$ cat src/rtl/assert_macros.svh
// Assertion macros included by the top level, the one RTL file that carries checks.
`ifndef ASSERT_MACROS_SVH
`define ASSERT_MACROS_SVH

// Property that must hold at every clock edge outside reset.
`define SHASH_ASSERT(lbl, prop, msg) \
	lbl: assert property (@(posedge clk) disable iff (!arst_n) (prop)) else $error(msg);

// A condition that must be followed by a consequence on the next edge.
`define SHASH_ASSERT_NEXT(lbl, cond, conseq, msg) \
	lbl: assert property (@(posedge clk) disable iff (!arst_n) (cond) |=> (conseq)) else $error(msg);

`endif

$ cat src/rtl/shash_pkg.sv
// Types, constants and helper functions shared by the SHA-256 hasher.
`default_nettype none

package shash_pkg;

	typedef logic [31:0] word_t;
	typedef logic [0:7][31:0] hash_t;     // index 0 is word a / H0

	typedef struct packed {
		word_t w0;     // W[t]
		word_t w1;     // W[t+1]
		word_t w9;     // W[t+9]
		word_t w14;    // W[t+14]
	} taps_t;

	typedef struct packed {
		hash_t v;      // working variables after the round
		word_t w_new;  // W[t+16]
	} rnd_out_t;

	typedef enum logic [2:0] {
		ST_IDLE,
		ST_PAD,
		ST_COMP,
		ST_ADD,
		ST_OUT
	} state_t;

	localparam logic [5:0] PosLast   = 6'd63;
	localparam logic [5:0] PosLength = 6'd56;
	localparam logic [5:0] RoundLast = 6'd63;
	localparam logic [7:0] PadMark   = 8'h80;
	localparam logic [2:0] WordLast  = 3'd7;

	localparam hash_t InitHash = {
		32'h6a09e667, 32'hbb67ae85, 32'h3c6ef372, 32'ha54ff53a,
		32'h510e527f, 32'h9b05688c, 32'h1f83d9ab, 32'h5be0cd19
	};

	localparam word_t RoundK [64] = '{
		32'h428a2f98, 32'h71374491, 32'hb5c0fbcf, 32'he9b5dba5,
		32'h3956c25b, 32'h59f111f1, 32'h923f82a4, 32'hab1c5ed5,
		32'hd807aa98, 32'h12835b01, 32'h243185be, 32'h550c7dc3,
		32'h72be5d74, 32'h80deb1fe, 32'h9bdc06a7, 32'hc19bf174,
		32'he49b69c1, 32'hefbe4786, 32'h0fc19dc6, 32'h240ca1cc,
		32'h2de92c6f, 32'h4a7484aa, 32'h5cb0a9dc, 32'h76f988da,
		32'h983e5152, 32'ha831c66d, 32'hb00327c8, 32'hbf597fc7,
		32'hc6e00bf3, 32'hd5a79147, 32'h06ca6351, 32'h14292967,
		32'h27b70a85, 32'h2e1b2138, 32'h4d2c6dfc, 32'h53380d13,
		32'h650a7354, 32'h766a0abb, 32'h81c2c92e, 32'h92722c85,
		32'ha2bfe8a1, 32'ha81a664b, 32'hc24b8b70, 32'hc76c51a3,
		32'hd192e819, 32'hd6990624, 32'hf40e3585, 32'h106aa070,
		32'h19a4c116, 32'h1e376c08, 32'h2748774c, 32'h34b0bcb5,
		32'h391c0cb3, 32'h4ed8aa4a, 32'h5b9cca4f, 32'h682e6ff3,
		32'h748f82ee, 32'h78a5636f, 32'h84c87814, 32'h8cc70208,
		32'h90befffa, 32'ha4506ceb, 32'hbef9a3f7, 32'hc67178f2
	};

	function automatic word_t rotr(input word_t x, input int unsigned n);
		logic [63:0] d;
		d = {x, x} >> n;
		return d[31:0];
	endfunction

	function automatic word_t big_sigma0(input word_t x);
		return rotr(x, 2) ^ rotr(x, 13) ^ rotr(x, 22);
	endfunction

	function automatic word_t big_sigma1(input word_t x);
		return rotr(x, 6) ^ rotr(x, 11) ^ rotr(x, 25);
	endfunction

	function automatic word_t small_sigma0(input word_t x);
		return rotr(x, 7) ^ rotr(x, 18) ^ (x >> 3);
	endfunction

	function automatic word_t small_sigma1(input word_t x);
		return rotr(x, 17) ^ rotr(x, 19) ^ (x >> 10);
	endfunction

endpackage

`default_nettype wire

$ cat src/rtl/shash_round.sv
// One SHA-256 round together with one step of the message schedule.
`default_nettype none

module shash_round (
	input  shash_pkg::hash_t    v,
	input  shash_pkg::taps_t    taps,
	input  shash_pkg::word_t    k,
	output shash_pkg::rnd_out_t res
);
	import shash_pkg::*;

	word_t t1;
	word_t t2;
	word_t ch;
	word_t maj;

	always_comb begin
		ch  = (v[4] & v[5]) ^ (~v[4] & v[6]);
		maj = (v[0] & v[1]) ^ (v[0] & v[2]) ^ (v[1] & v[2]);
		t1  = v[7] + big_sigma1(v[4]) + ch + k + taps.w0;
		t2  = big_sigma0(v[0]) + maj;
		res.v = {t1 + t2, v[0], v[1], v[2], v[3] + t1, v[4], v[5], v[6]};
		// Next schedule word, produced every round so the window simply rolls.
		res.w_new = small_sigma1(taps.w14) + taps.w9 + small_sigma0(taps.w1) + taps.w0;
	end

endmodule

`default_nettype wire

$ cat src/rtl/sha256_stream_hasher_top.sv
// Top level of the byte-serial SHA-256 stream hasher.
// The slave channel takes one request per message byte: tdata carries the byte,
// tuser says whether the byte is part of the message, and tlast closes the
// message. A request with tuser low and tlast high ends the message with no
// further byte, so the empty message can be hashed; with both low it is ignored.
// The 64th byte of a block starts the shared round unit, which runs one round
// per cycle through all 64 rounds and then folds the result into the chaining
// value, with tready low throughout. A closing request starts the padding
// sequencer, which feeds one pad or length byte per cycle (at most 72) except
// while a full pad block is compressed, and reuses the round unit for one or
// two final blocks. The eight digest words then leave on the master channel,
// word first, with the word index beside it and tlast on the eighth word. For
// long messages the single round unit sets the throughput.
// The master side holds its word while tready is low; no new input is taken
// until the last digest word is accepted, after which the chaining value and
// bit count return to their initial values. Reset returns the block to idle
// with the initial hash value and an empty message.
`default_nettype none

module sha256_stream_hasher_top (
	input  logic        clk,
	input  logic        arst_n,
	input  logic        s_axis_tvalid,
	output logic        s_axis_tready,
	input  logic [7:0]  s_axis_tdata,    // [7:0] data_byte
	input  logic [0:0]  s_axis_tuser,    // [0] byte_present
	input  logic        s_axis_tlast,    // end_of_message
	output logic        m_axis_tvalid,
	input  logic        m_axis_tready,
	output logic [39:0] m_axis_tdata,    // [31:0] digest_word, [34:32] word_index, rest zero
	output logic        m_axis_tlast     // last_word
);
	import shash_pkg::*;

	`include "assert_macros.svh"

	state_t      state_q;
	state_t      state_d;
	hash_t       cv_q;
	hash_t       v_q;
	word_t       win_q [16];
	logic [23:0] acc_q;
	logic [63:0] len_q;
	logic [5:0]  pos_q;
	logic [5:0]  rnd_q;
	logic [2:0]  idx_q;
	logic        pad_q;     // closing sequence in progress
	logic        mark_q;    // 0x80 already placed
	logic        wrap_q;    // current pad block has no room for the length
	logic        final_q;   // block under compression is the last one

	logic        in_fire;
	logic        out_fire;
	logic        push_en;
	logic [7:0]  push_byte;
	logic [7:0]  pad_byte;
	logic        blk_full;
	logic        last_blk;
	logic        shift_en;
	word_t       shift_word;
	taps_t       taps;
	rnd_out_t    rnd;

	assign in_fire  = s_axis_tvalid && s_axis_tready;
	assign out_fire = m_axis_tvalid && m_axis_tready;

	// Pad byte for the current block position: the marker, then zeros, then the
	// bit length most significant byte first in the last eight positions.
	always_comb begin
		pad_byte = '0;
		if (!mark_q) begin
			pad_byte = PadMark;
		end else if (pos_q >= PosLength && !wrap_q) begin
			pad_byte = len_q[{~pos_q[2:0], 3'b000} +: 8];
		end
	end

	assign push_en   = (in_fire && s_axis_tuser[0]) || (state_q == ST_PAD);
	assign push_byte = (state_q == ST_PAD) ? pad_byte : s_axis_tdata;
	assign blk_full  = push_en && (pos_q == PosLast);
	assign last_blk  = (state_q == ST_PAD) && mark_q && !wrap_q;

	assign taps.w0  = win_q[0];
	assign taps.w1  = win_q[1];
	assign taps.w9  = win_q[9];
	assign taps.w14 = win_q[14];

	shash_round u_round (
		.v    (v_q),
		.taps (taps),
		.k    (RoundK[rnd_q]),
		.res  (rnd)
	);

	// The window rolls both when a message word completes and on every round.
	assign shift_en   = (push_en && (pos_q[1:0] == 2'd3)) || (state_q == ST_COMP);
	assign shift_word = (state_q == ST_COMP) ? rnd.w_new : {acc_q, push_byte};

	always_ff @(posedge clk or negedge arst_n) begin
		if (!arst_n) begin
			state_q <= ST_IDLE;
		end else begin
			state_q <= state_d;
		end
	end

	always_comb begin
		state_d = state_q;
		case (state_q)
			ST_IDLE: begin
				if (in_fire) begin
					if (blk_full) begin
						state_d = ST_COMP;
					end else if (s_axis_tlast) begin
						state_d = ST_PAD;
					end
				end
			end
			ST_PAD: begin
				if (blk_full) begin
					state_d = ST_COMP;
				end
			end
			ST_COMP: begin
				if (rnd_q == RoundLast) begin
					state_d = ST_ADD;
				end
			end
			ST_ADD: begin
				if (final_q) begin
					state_d = ST_OUT;
				end else if (pad_q) begin
					state_d = ST_PAD;
				end else begin
					state_d = ST_IDLE;
				end
			end
			ST_OUT: begin
				if (out_fire && idx_q == WordLast) begin
					state_d = ST_IDLE;
				end
			end
			default: begin
				state_d = ST_IDLE;
			end
		endcase
	end

	// Control state, chaining value and bit count.
	always_ff @(posedge clk or negedge arst_n) begin
		if (!arst_n) begin
			cv_q    <= InitHash;
			len_q   <= '0;
			pos_q   <= '0;
			rnd_q   <= '0;
			idx_q   <= '0;
			pad_q   <= 1'b0;
			mark_q  <= 1'b0;
			wrap_q  <= 1'b0;
			final_q <= 1'b0;
		end else begin
			if (push_en) begin
				pos_q <= pos_q + 6'd1;
			end
			if (in_fire && s_axis_tuser[0]) begin
				len_q <= len_q + 64'd8;
			end
			if (in_fire && s_axis_tlast) begin
				pad_q  <= 1'b1;
				mark_q <= 1'b0;
				wrap_q <= 1'b0;
			end
			if (state_q == ST_PAD) begin
				mark_q <= 1'b1;
				if (!mark_q && pos_q >= PosLength && pos_q != PosLast) begin
					wrap_q <= 1'b1;
				end else if (pos_q == PosLast) begin
					wrap_q <= 1'b0;
				end
			end
			if (blk_full) begin
				rnd_q   <= '0;
				final_q <= last_blk;
			end
			if (state_q == ST_COMP) begin
				rnd_q <= rnd_q + 6'd1;
			end
			if (state_q == ST_ADD) begin
				for (int i = 0; i < 8; i++) begin
					cv_q[i] <= cv_q[i] + v_q[i];
				end
				idx_q <= '0;
			end
			if (out_fire) begin
				idx_q <= idx_q + 3'd1;
				if (idx_q == WordLast) begin
					cv_q    <= InitHash;
					len_q   <= '0;
					pad_q   <= 1'b0;
					final_q <= 1'b0;
				end
			end
		end
	end

	// Datapath registers: schedule window, partial word and working variables.
	always_ff @(posedge clk) begin
		if (push_en && pos_q[1:0] != 2'd3) begin
			acc_q <= {acc_q[15:0], push_byte};
		end
		if (shift_en) begin
			for (int i = 0; i < 15; i++) begin
				win_q[i] <= win_q[i + 1];
			end
			win_q[15] <= shift_word;
		end
		if (blk_full) begin
			v_q <= cv_q;
		end else if (state_q == ST_COMP) begin
			v_q <= rnd.v;
		end
	end

	assign s_axis_tready = (state_q == ST_IDLE);
	assign m_axis_tvalid = (state_q == ST_OUT);
	assign m_axis_tdata  = {5'b00000, idx_q, cv_q[idx_q]};
	assign m_axis_tlast  = (idx_q == WordLast);

	`SHASH_ASSERT(a_one_side, !(s_axis_tready && m_axis_tvalid), "input and output open together")
	`SHASH_ASSERT_NEXT(a_block_aligned, state_q != ST_COMP && state_d == ST_COMP, pos_q == 6'd0 && rnd_q == 6'd0, "compression started off a block boundary")
	`SHASH_ASSERT_NEXT(a_restart, out_fire && m_axis_tlast, s_axis_tready && len_q == 64'd0 && !pad_q, "hasher did not restart after the digest")
	`SHASH_ASSERT(a_final_in_close, !final_q || pad_q, "final block flagged outside a closing sequence")

endmodule

`default_nettype wire

$ cat config.mk
export PLATFORM = sky130hd
export DESIGN_NAME = sha256_stream_hasher_top
export DESIGN_NICKNAME = d
export VERILOG_FILES = /design/src/rtl/shash_pkg.sv /design/src/rtl/shash_round.sv /design/src/rtl/sha256_stream_hasher_top.sv
export VERILOG_INCLUDE_DIRS = /design/src /design/src/rtl
export SDC_FILE = /design/constraint.sdc
export NUM_CORES = 2
export LEC_CHECK = 0
export BUFFER_PORTS_ARGS = -buffer_cell sky130_fd_sc_hd__buf_4
export CAP_MARGIN = 0
export CORE_MARGIN = 2
export CORE_UTILIZATION = 55
export CTS_BUF_LIST = sky130_fd_sc_hd__clkbuf_4 sky130_fd_sc_hd__clkbuf_8
export DETAILED_ROUTE_END_ITERATION = 8
export PLACE_DENSITY = 0.71
export RECOVER_POWER = 100
export SKIP_CTS_REPAIR_TIMING = 1
export SLEW_MARGIN = 20
export SYNTH_ARGS = -nofsm -noshare
export SYNTH_HDL_FRONTEND = slang
export SYNTH_SLANG_ARGS = --single-unit
$ cat constraint.sdc
create_clock -name clk -period 17.6 [get_ports clk]
set_input_delay 0.88 -clock clk [delete_from_list [all_inputs] [get_ports clk]]
set_output_delay 0.88 -clock clk [all_outputs]
set_load 0.1 [all_outputs]
-- After elaboration in Yosys (flattened, before gate mapping)
Memory sizes are Yosys's and may differ from the RTL's.
Cells that the tools add are included.
W data, S select, Z words.
- add/subtract/negate cells: 22
- $lt $le $gt $ge: 3
- equal/unequal tests: 15
- shifts and indexed selects: 1
- muxes and demuxes: 44
- bitwise operators: 20
- reductions and logical operators: 22
- operator list (operator ; count):
    $mux W256 ; 5
    $add A32 B32 Y32 ; 18
    $xor A32 B32 Y32 ; 9
    $mux W64 ; 3
    $and A32 B32 Y32 ; 5
    $mux W32 ; 5
    $bmux W32 S3 ; 1
    $add A64 B4 Y64 const B ; 1
    $shiftx A64 B7 Y8 ; 1
    $not A32 Y32 ; 1
    $xor A32 B22 Y32 ; 1
    $xor A32 B29 Y32 ; 1
    $mux W3 ; 9
    $mux W8 ; 3
    $mux W1 ; 15
    $pmux W3 S5 ; 1
    $logic_and A1 B1 Y1 ; 13
    $add A6 B1 Y6 const B ; 2
    $eq A6 B6 Y1 const B ; 2
    $mux W6 ; 2
    $ge A7 B7 Y1 const B ; 1
    $not A6 Y7 ; 1
    $eq A3 B2 Y1 const B ; 2
    $eq A3 B3 Y1 const B ; 2
    16 further kinds ; 23
- register bits: 622
- bits in writable memories: 512
- memory bits (read-only): 2048
- input port bits: 14
- output and inout port bits: 43
- logic and storage cells: 155
- memories: 2
- memory list (name ; words ; width ; rd ports ; clocked after Yosys merged registers in ; wr ports ; RTL line ; text):
    (name not given) ; 64 ; 32 ; 1 ; 0 ; 0 ; sha256_stream_hasher_top.sv:91 ; .k (RoundK[rnd_q]),
    win_q ; 16 ; 32 ; 16 ; 0 ; 16 ; sha256_stream_hasher_top.sv:41 ; word_t win_q [16];

-- Logic depth before layout (Yosys ltp)
- word-level depth: 9
- gate-level depth with buffers: 40
- mapped depth without buffers: 37

-- Modules after synthesis
From an unflattened synthesis, not the netlist that was laid out.
- cells, all modules: 7257
- area, all modules: 73645.6 um2
- by module, submodules not included (module ; times used ; cells an instance ; area an instance (um2) ; sequential area each (um2)):
    sha256_stream_hasher_top ; 1 ; 5469 ; 58783.9 ; 32436.1
    shash_round ; 1 ; 1788 ; 14861.8 ; 0.0

-- Worst setup path before layout
OpenSTA, ideal clock, no wires.
- path kind: reg-to-reg
- start: register state_q[0]
- end: memory win_q[0][0] in the netlist's numbering, enable pin
- library setup time: 900 ps
- data arrival time: 12604 ps
- path slack: 4096 ps
- stages on the path, launching flop included: 6
- buffers on the path: 0
- path through: dfrtp_1 nor3_4 nand3_2 nand2_1 nand2_1 nand2_1
- RTL lines (element ; RTL line ; text):
    start: declaration ; sha256_stream_hasher_top.sv:37 ; state_t state_q;
    start signal: assignment ; sha256_stream_hasher_top.sv:103 ; state_q <= state_d;
    end: declaration ; sha256_stream_hasher_top.sv:41 ;

-- Final worst setup path
- start: register idx_q[0]
- end: register cv_q[68] in the netlist's numbering
- longest elaborated chain between the ends: 3
- ends and longest elaborated chain (element ; RTL line ; text):
    start: declaration ; sha256_stream_hasher_top.sv:46 ; logic [2:0] idx_q;
    start signal: assignment ; sha256_stream_hasher_top.sv:195 ; idx_q <= idx_q + 3'd1;
    $eq A3 B3 Y1 ; sha256_stream_hasher_top.sv:196 ; if (idx_q == WordLast) begin
    $mux W256 ; sha256_stream_hasher_top.sv:196 ;
    $mux W256 ; sha256_stream_hasher_top.sv:194 ; if (out_fire) begin
    end signal: assignment ; sha256_stream_hasher_top.sv:152 ; cv_q <= InitHash;
    end signal: indexed assignment ; sha256_stream_hasher_top.sv:190 ; cv_q[i] <= cv_q[i] + v_q[i];
    end signal: assignment ; sha256_stream_hasher_top.sv:197 ; cv_q <= InitHash;
    end: declaration ; sha256_stream_hasher_top.sv:39 ; hash_t cv_q;
Every way passes these cells.
A chain may end at the register's enable or synchronous reset.

==> qor.tcl <==
set qor(outcome) {finished with violations}
set qor(failed_checks) {max-capacitance violations, max-slew violations}
set qor(grt_first_pass_wirelength_um) 326000
set qor(power.switching_fraction_pct) 22.1
set qor(critPathMaxStageDelay_ns) 3.00
set qor(routed_wirelength_um) 219000
set qor(core-area_um2) 128000
set qor(pin_count) 57
set qor(ir_worst_vdd_uv) 62.0
set qor(power.total_mw) 5.37
set qor(worst_clock_skew_ns) 0.0672
set qor(drc_marker_count_from_the_first_detailed_route_iteration) 5960
set qor(hold_path.class) {in -> reg}
set qor(cts_tree) {done}
set qor(crit_required_ns) 18.22
set qor(cap_violations) 32
set qor(total_routing_resource_utilization_after_global_routing_pct) 33.2
set qor(antenna_found_initial) 6
set qor(post_route_cells_drive_above_1_share_pct) 10.1
set qor(synth-edff-count) 792
set qor(globalRouteOverflowTotal) 0
set qor(power.share.combinational_pct) 0.5
set qor(die-width_um) 363
set qor(avgRoutedWirePerCell_um) 25.4
set qor(achievable-frequency_mhz) 84.4
set qor(cts_htree_levels) 4
set qor(cts.path.max_buffers) 3
set qor(timing.final.crit_period_ns) 11.85
set qor(clock_insertion_delay_worst_skew_ns) 0.93
set qor(post-route-worst-setup-slack_ns) 5.75
set qor(final-max-slew-violation-count) 1931
set qor(cp-start-kind) {flop}
set qor(yosys.cell_types.count) 94
set qor(grt_setup_unrepaired) {false}
set qor(critical-path-slowest-cell) {clkbuf_1}
set qor(asyncSetResetFlopFracSynth_pct) 30.0
set qor(postSynthRegisterBits) 1131
set qor(port-buffer-count) 51
set qor(via_count_normalized_by_instance_count) 6.19
set qor(slew_headroom_pct) -295
set qor(std_cell_rows) 131
set qor(clock-root-buffer) {clkbuf_8}
set qor(crit_path_cell_trace) {clkbuf_1 > ha_1 > ha_1 > and2_0 > clkbuf_1 > clkbuf_1 > nor2_1}
set qor(ys_seq_area_share_pct) 45.7
set qor(largest_delay_contributor_family_on_the_critical_path) {buffers and inverters}
set qor(die-area_um2) 132000
set qor(powerDensity_nw_per_um2) 70.2
set qor(worstPathBufferInverterCount) 3
set qor(syn-instance-count) 6785
set qor(num-nets-final) 7399
set qor(setup_total_negative_slack_ns) 0
set qor(part_of_the_power_in_the_clock_network_pct) 47.0
set qor(post-route-period-util_pct) 67.4
set qor(criticalPathCategory) {reg -> reg}
set qor(layout_common_cells) {1092 x nand2_1, 792 x edfxtp_1, 492 x a21oi_1, 404 x ha_1, 378 x xnor2_1}
set qor(switchingPower_mw) 1.19
set qor(global_placement_routability_congestion) 0.984
set qor(worst_setup_hold_path_clk_slew_ns) 0.07
set qor(cell_internal_pwr_mw) 4.18
set qor(seqPwrFrac_pct) 52.6
set qor(die-height_um) 363
set qor(dp.final_hpwl_um) 162000
set qor(pin_count_of_the_biggest_net_entering_global_routing) 123
set qor(routed-via-count) 53300
set qor(number_of_clock_buffers_inserted_by_tritoncts) 191
set qor(post_place_setup_slack_ns) 8.60
set qor(synth.avg_cell_area_um2) 10.5
set qor(synth_top_flop_cell) {edfxtp_1}
set qor(final_antenna_net_count) 0
set qor(hold_viol_final) 0
set qor(worstMarginPinSlew_ns) 5.92
set qor(static_leakage_nw) 31.8
set qor(ys_warn_count) 0
set qor(critical_path_peak_fanout) 85
set qor(crit_top_cell) {clkbuf_1}
set qor(arrival_ns) 12.47
set qor(drc_errors) 0
set qor(setup-violations-final) 0
set qor(critPathCaptureType) {flop}
set qor(layout_commonest_cell) {nand2_1}
set qor(initial_core_util_pct) 55.5
set qor(area_added_between_synthesis_and_finish_pct) 7.91
set qor(grt_pass1_vias) 50700
set qor(syn_area_um2) 70900
set qor(numClockSinks) 1131
set qor(total_iterations_of_the_first_detailed_routing_run) 8
[final timing paths]
| kind | to | depth (start not counted) | startpoint | slack [ns] |
|---|---|---|---|---|
| min in group asynchronous | cv_q[212] | 1 | arst_n | 2.18 |
| worst min register to register | win_q[0][178] | 0 | win_q[0][210] | 0.39 |
| worst max register to register | cv_q[68] | 7 | idx_q[0] | 5.75 |
| worst max-delay path | cv_q[68] | 7 | idx_q[0] | 5.75 |
| worst min-delay path | acc_q[2] | 3 | s_axis_tdata[2] | 0.31 |
| max in group asynchronous | rnd_q[3] | 3 | arst_n | 6.26 |
[routing by layer]
layer	global-route usage, %	share of wire, %	vias to the layer above
met5	0	0.012	-
met4	11.5	3.7	4
met3	8.17	10	407
met2	47.8	43	2506
met1	48.9	43	26300
li1	-	-	24100
[worst min-delay path: cells and delay by family]
kind            cells  cell delay, ns
compound gates      1            0.10
buf+inv             1            0.08
simple gates        1            0.04
[power groups by stage]
stage | registers (mW) | logic, mW | clock network, mW
CTS | 2.82 | 0.0271 | 2.56
finish | 2.82 | 0.0253 | 2.52
global placement | 2.88 | 0.0270 | 0
global route | 2.82 | 0.0284 | 2.67
floorplan | 2.88 | 0.00558 | 0
detailed placement | 2.88 | 0.0270 | 0
[sequential cells by signal, summed over array words and instances (netlist names)]
name / flops
acc_q: 24
cv_q: 256
final_q: 1
idx_q: 3
len_q: 61
mark_q: 1
pad_q: 1
pos_q: 6
rnd_q: 6
state_q: 3
v_q: 256
win_q: 512
wrap_q: 1
[through the flow]
stage	utilization (%)	hold WS [ns]	area (um2)	instances
after floorplan	-	0.400	70900	6789
after global placement	57.0	0.401	72800	8255
after detailed placement	57.0	0.405	72800	8255
after CTS	60.2	-0.00122	76800	8612
after global routing	59.9	0.270	76500	8613
final	59.9	0.312	76500	8613
[area by class of cell]
type,count,area [um2]
fillers,10600,51100
multi-input cells,5002,36000
flip-flops and latches,1131,32400
clock buffers,265,3240
well taps,1662,2080
inverters,340,1280
clock inverters,92,803
repair buffers,120,669
diodes,1,2.50
[cell usage after synthesis, types with 48 or more instances]
master / count / area [um2]
nand2_1: 1093 / 4100
edfxtp_1: 792 / 23800
a21oi_1: 494 / 2470
ha_1: 404 / 5050
xnor2_1: 378 / 3310
o21ai_0: 375 / 1880
nor2_1: 369 / 1390
inv_1: 337 / 1260
clkbuf_1: 268 / 1010
xor2_1: 241 / 2110
dfrtp_1: 203 / 5080
fa_1: 195 / 3900
a21o_1: 185 / 1390
dfstp_2: 136 / 3570
nand3_1: 112 / 561
o211ai_1: 104 / 781
nor3_1: 97 / 485
mux4_2: 82 / 1850
nand2b_1: 70 / 438
mux2_2: 65 / 732
nor2b_1: 62 / 388
and3_1: 60 / 375
a211oi_1: 56 / 420
a31oi_1: 56 / 350
o21a_1: 48 / 360
[kinds of logic (layout without fill, tap and decap cells)]
kind of cell             Yosys count  after routing  synth area share, %
AND/OR/NAND/NOR                 2020           2020                 12.5
AO/OA/AOI/OAI                   1558           1558                 13.6
flip-flops                      1131           1131                 45.7
buffers and inverters            656            817                 3.51
adder cells (fa/ha/maj)          620            620                 12.9
XOR/XNOR                         619            619                 7.64
multiplexers                     180            180                 4.10
other                              1              6              0.00529
Power figures use the tool's default switching activity.
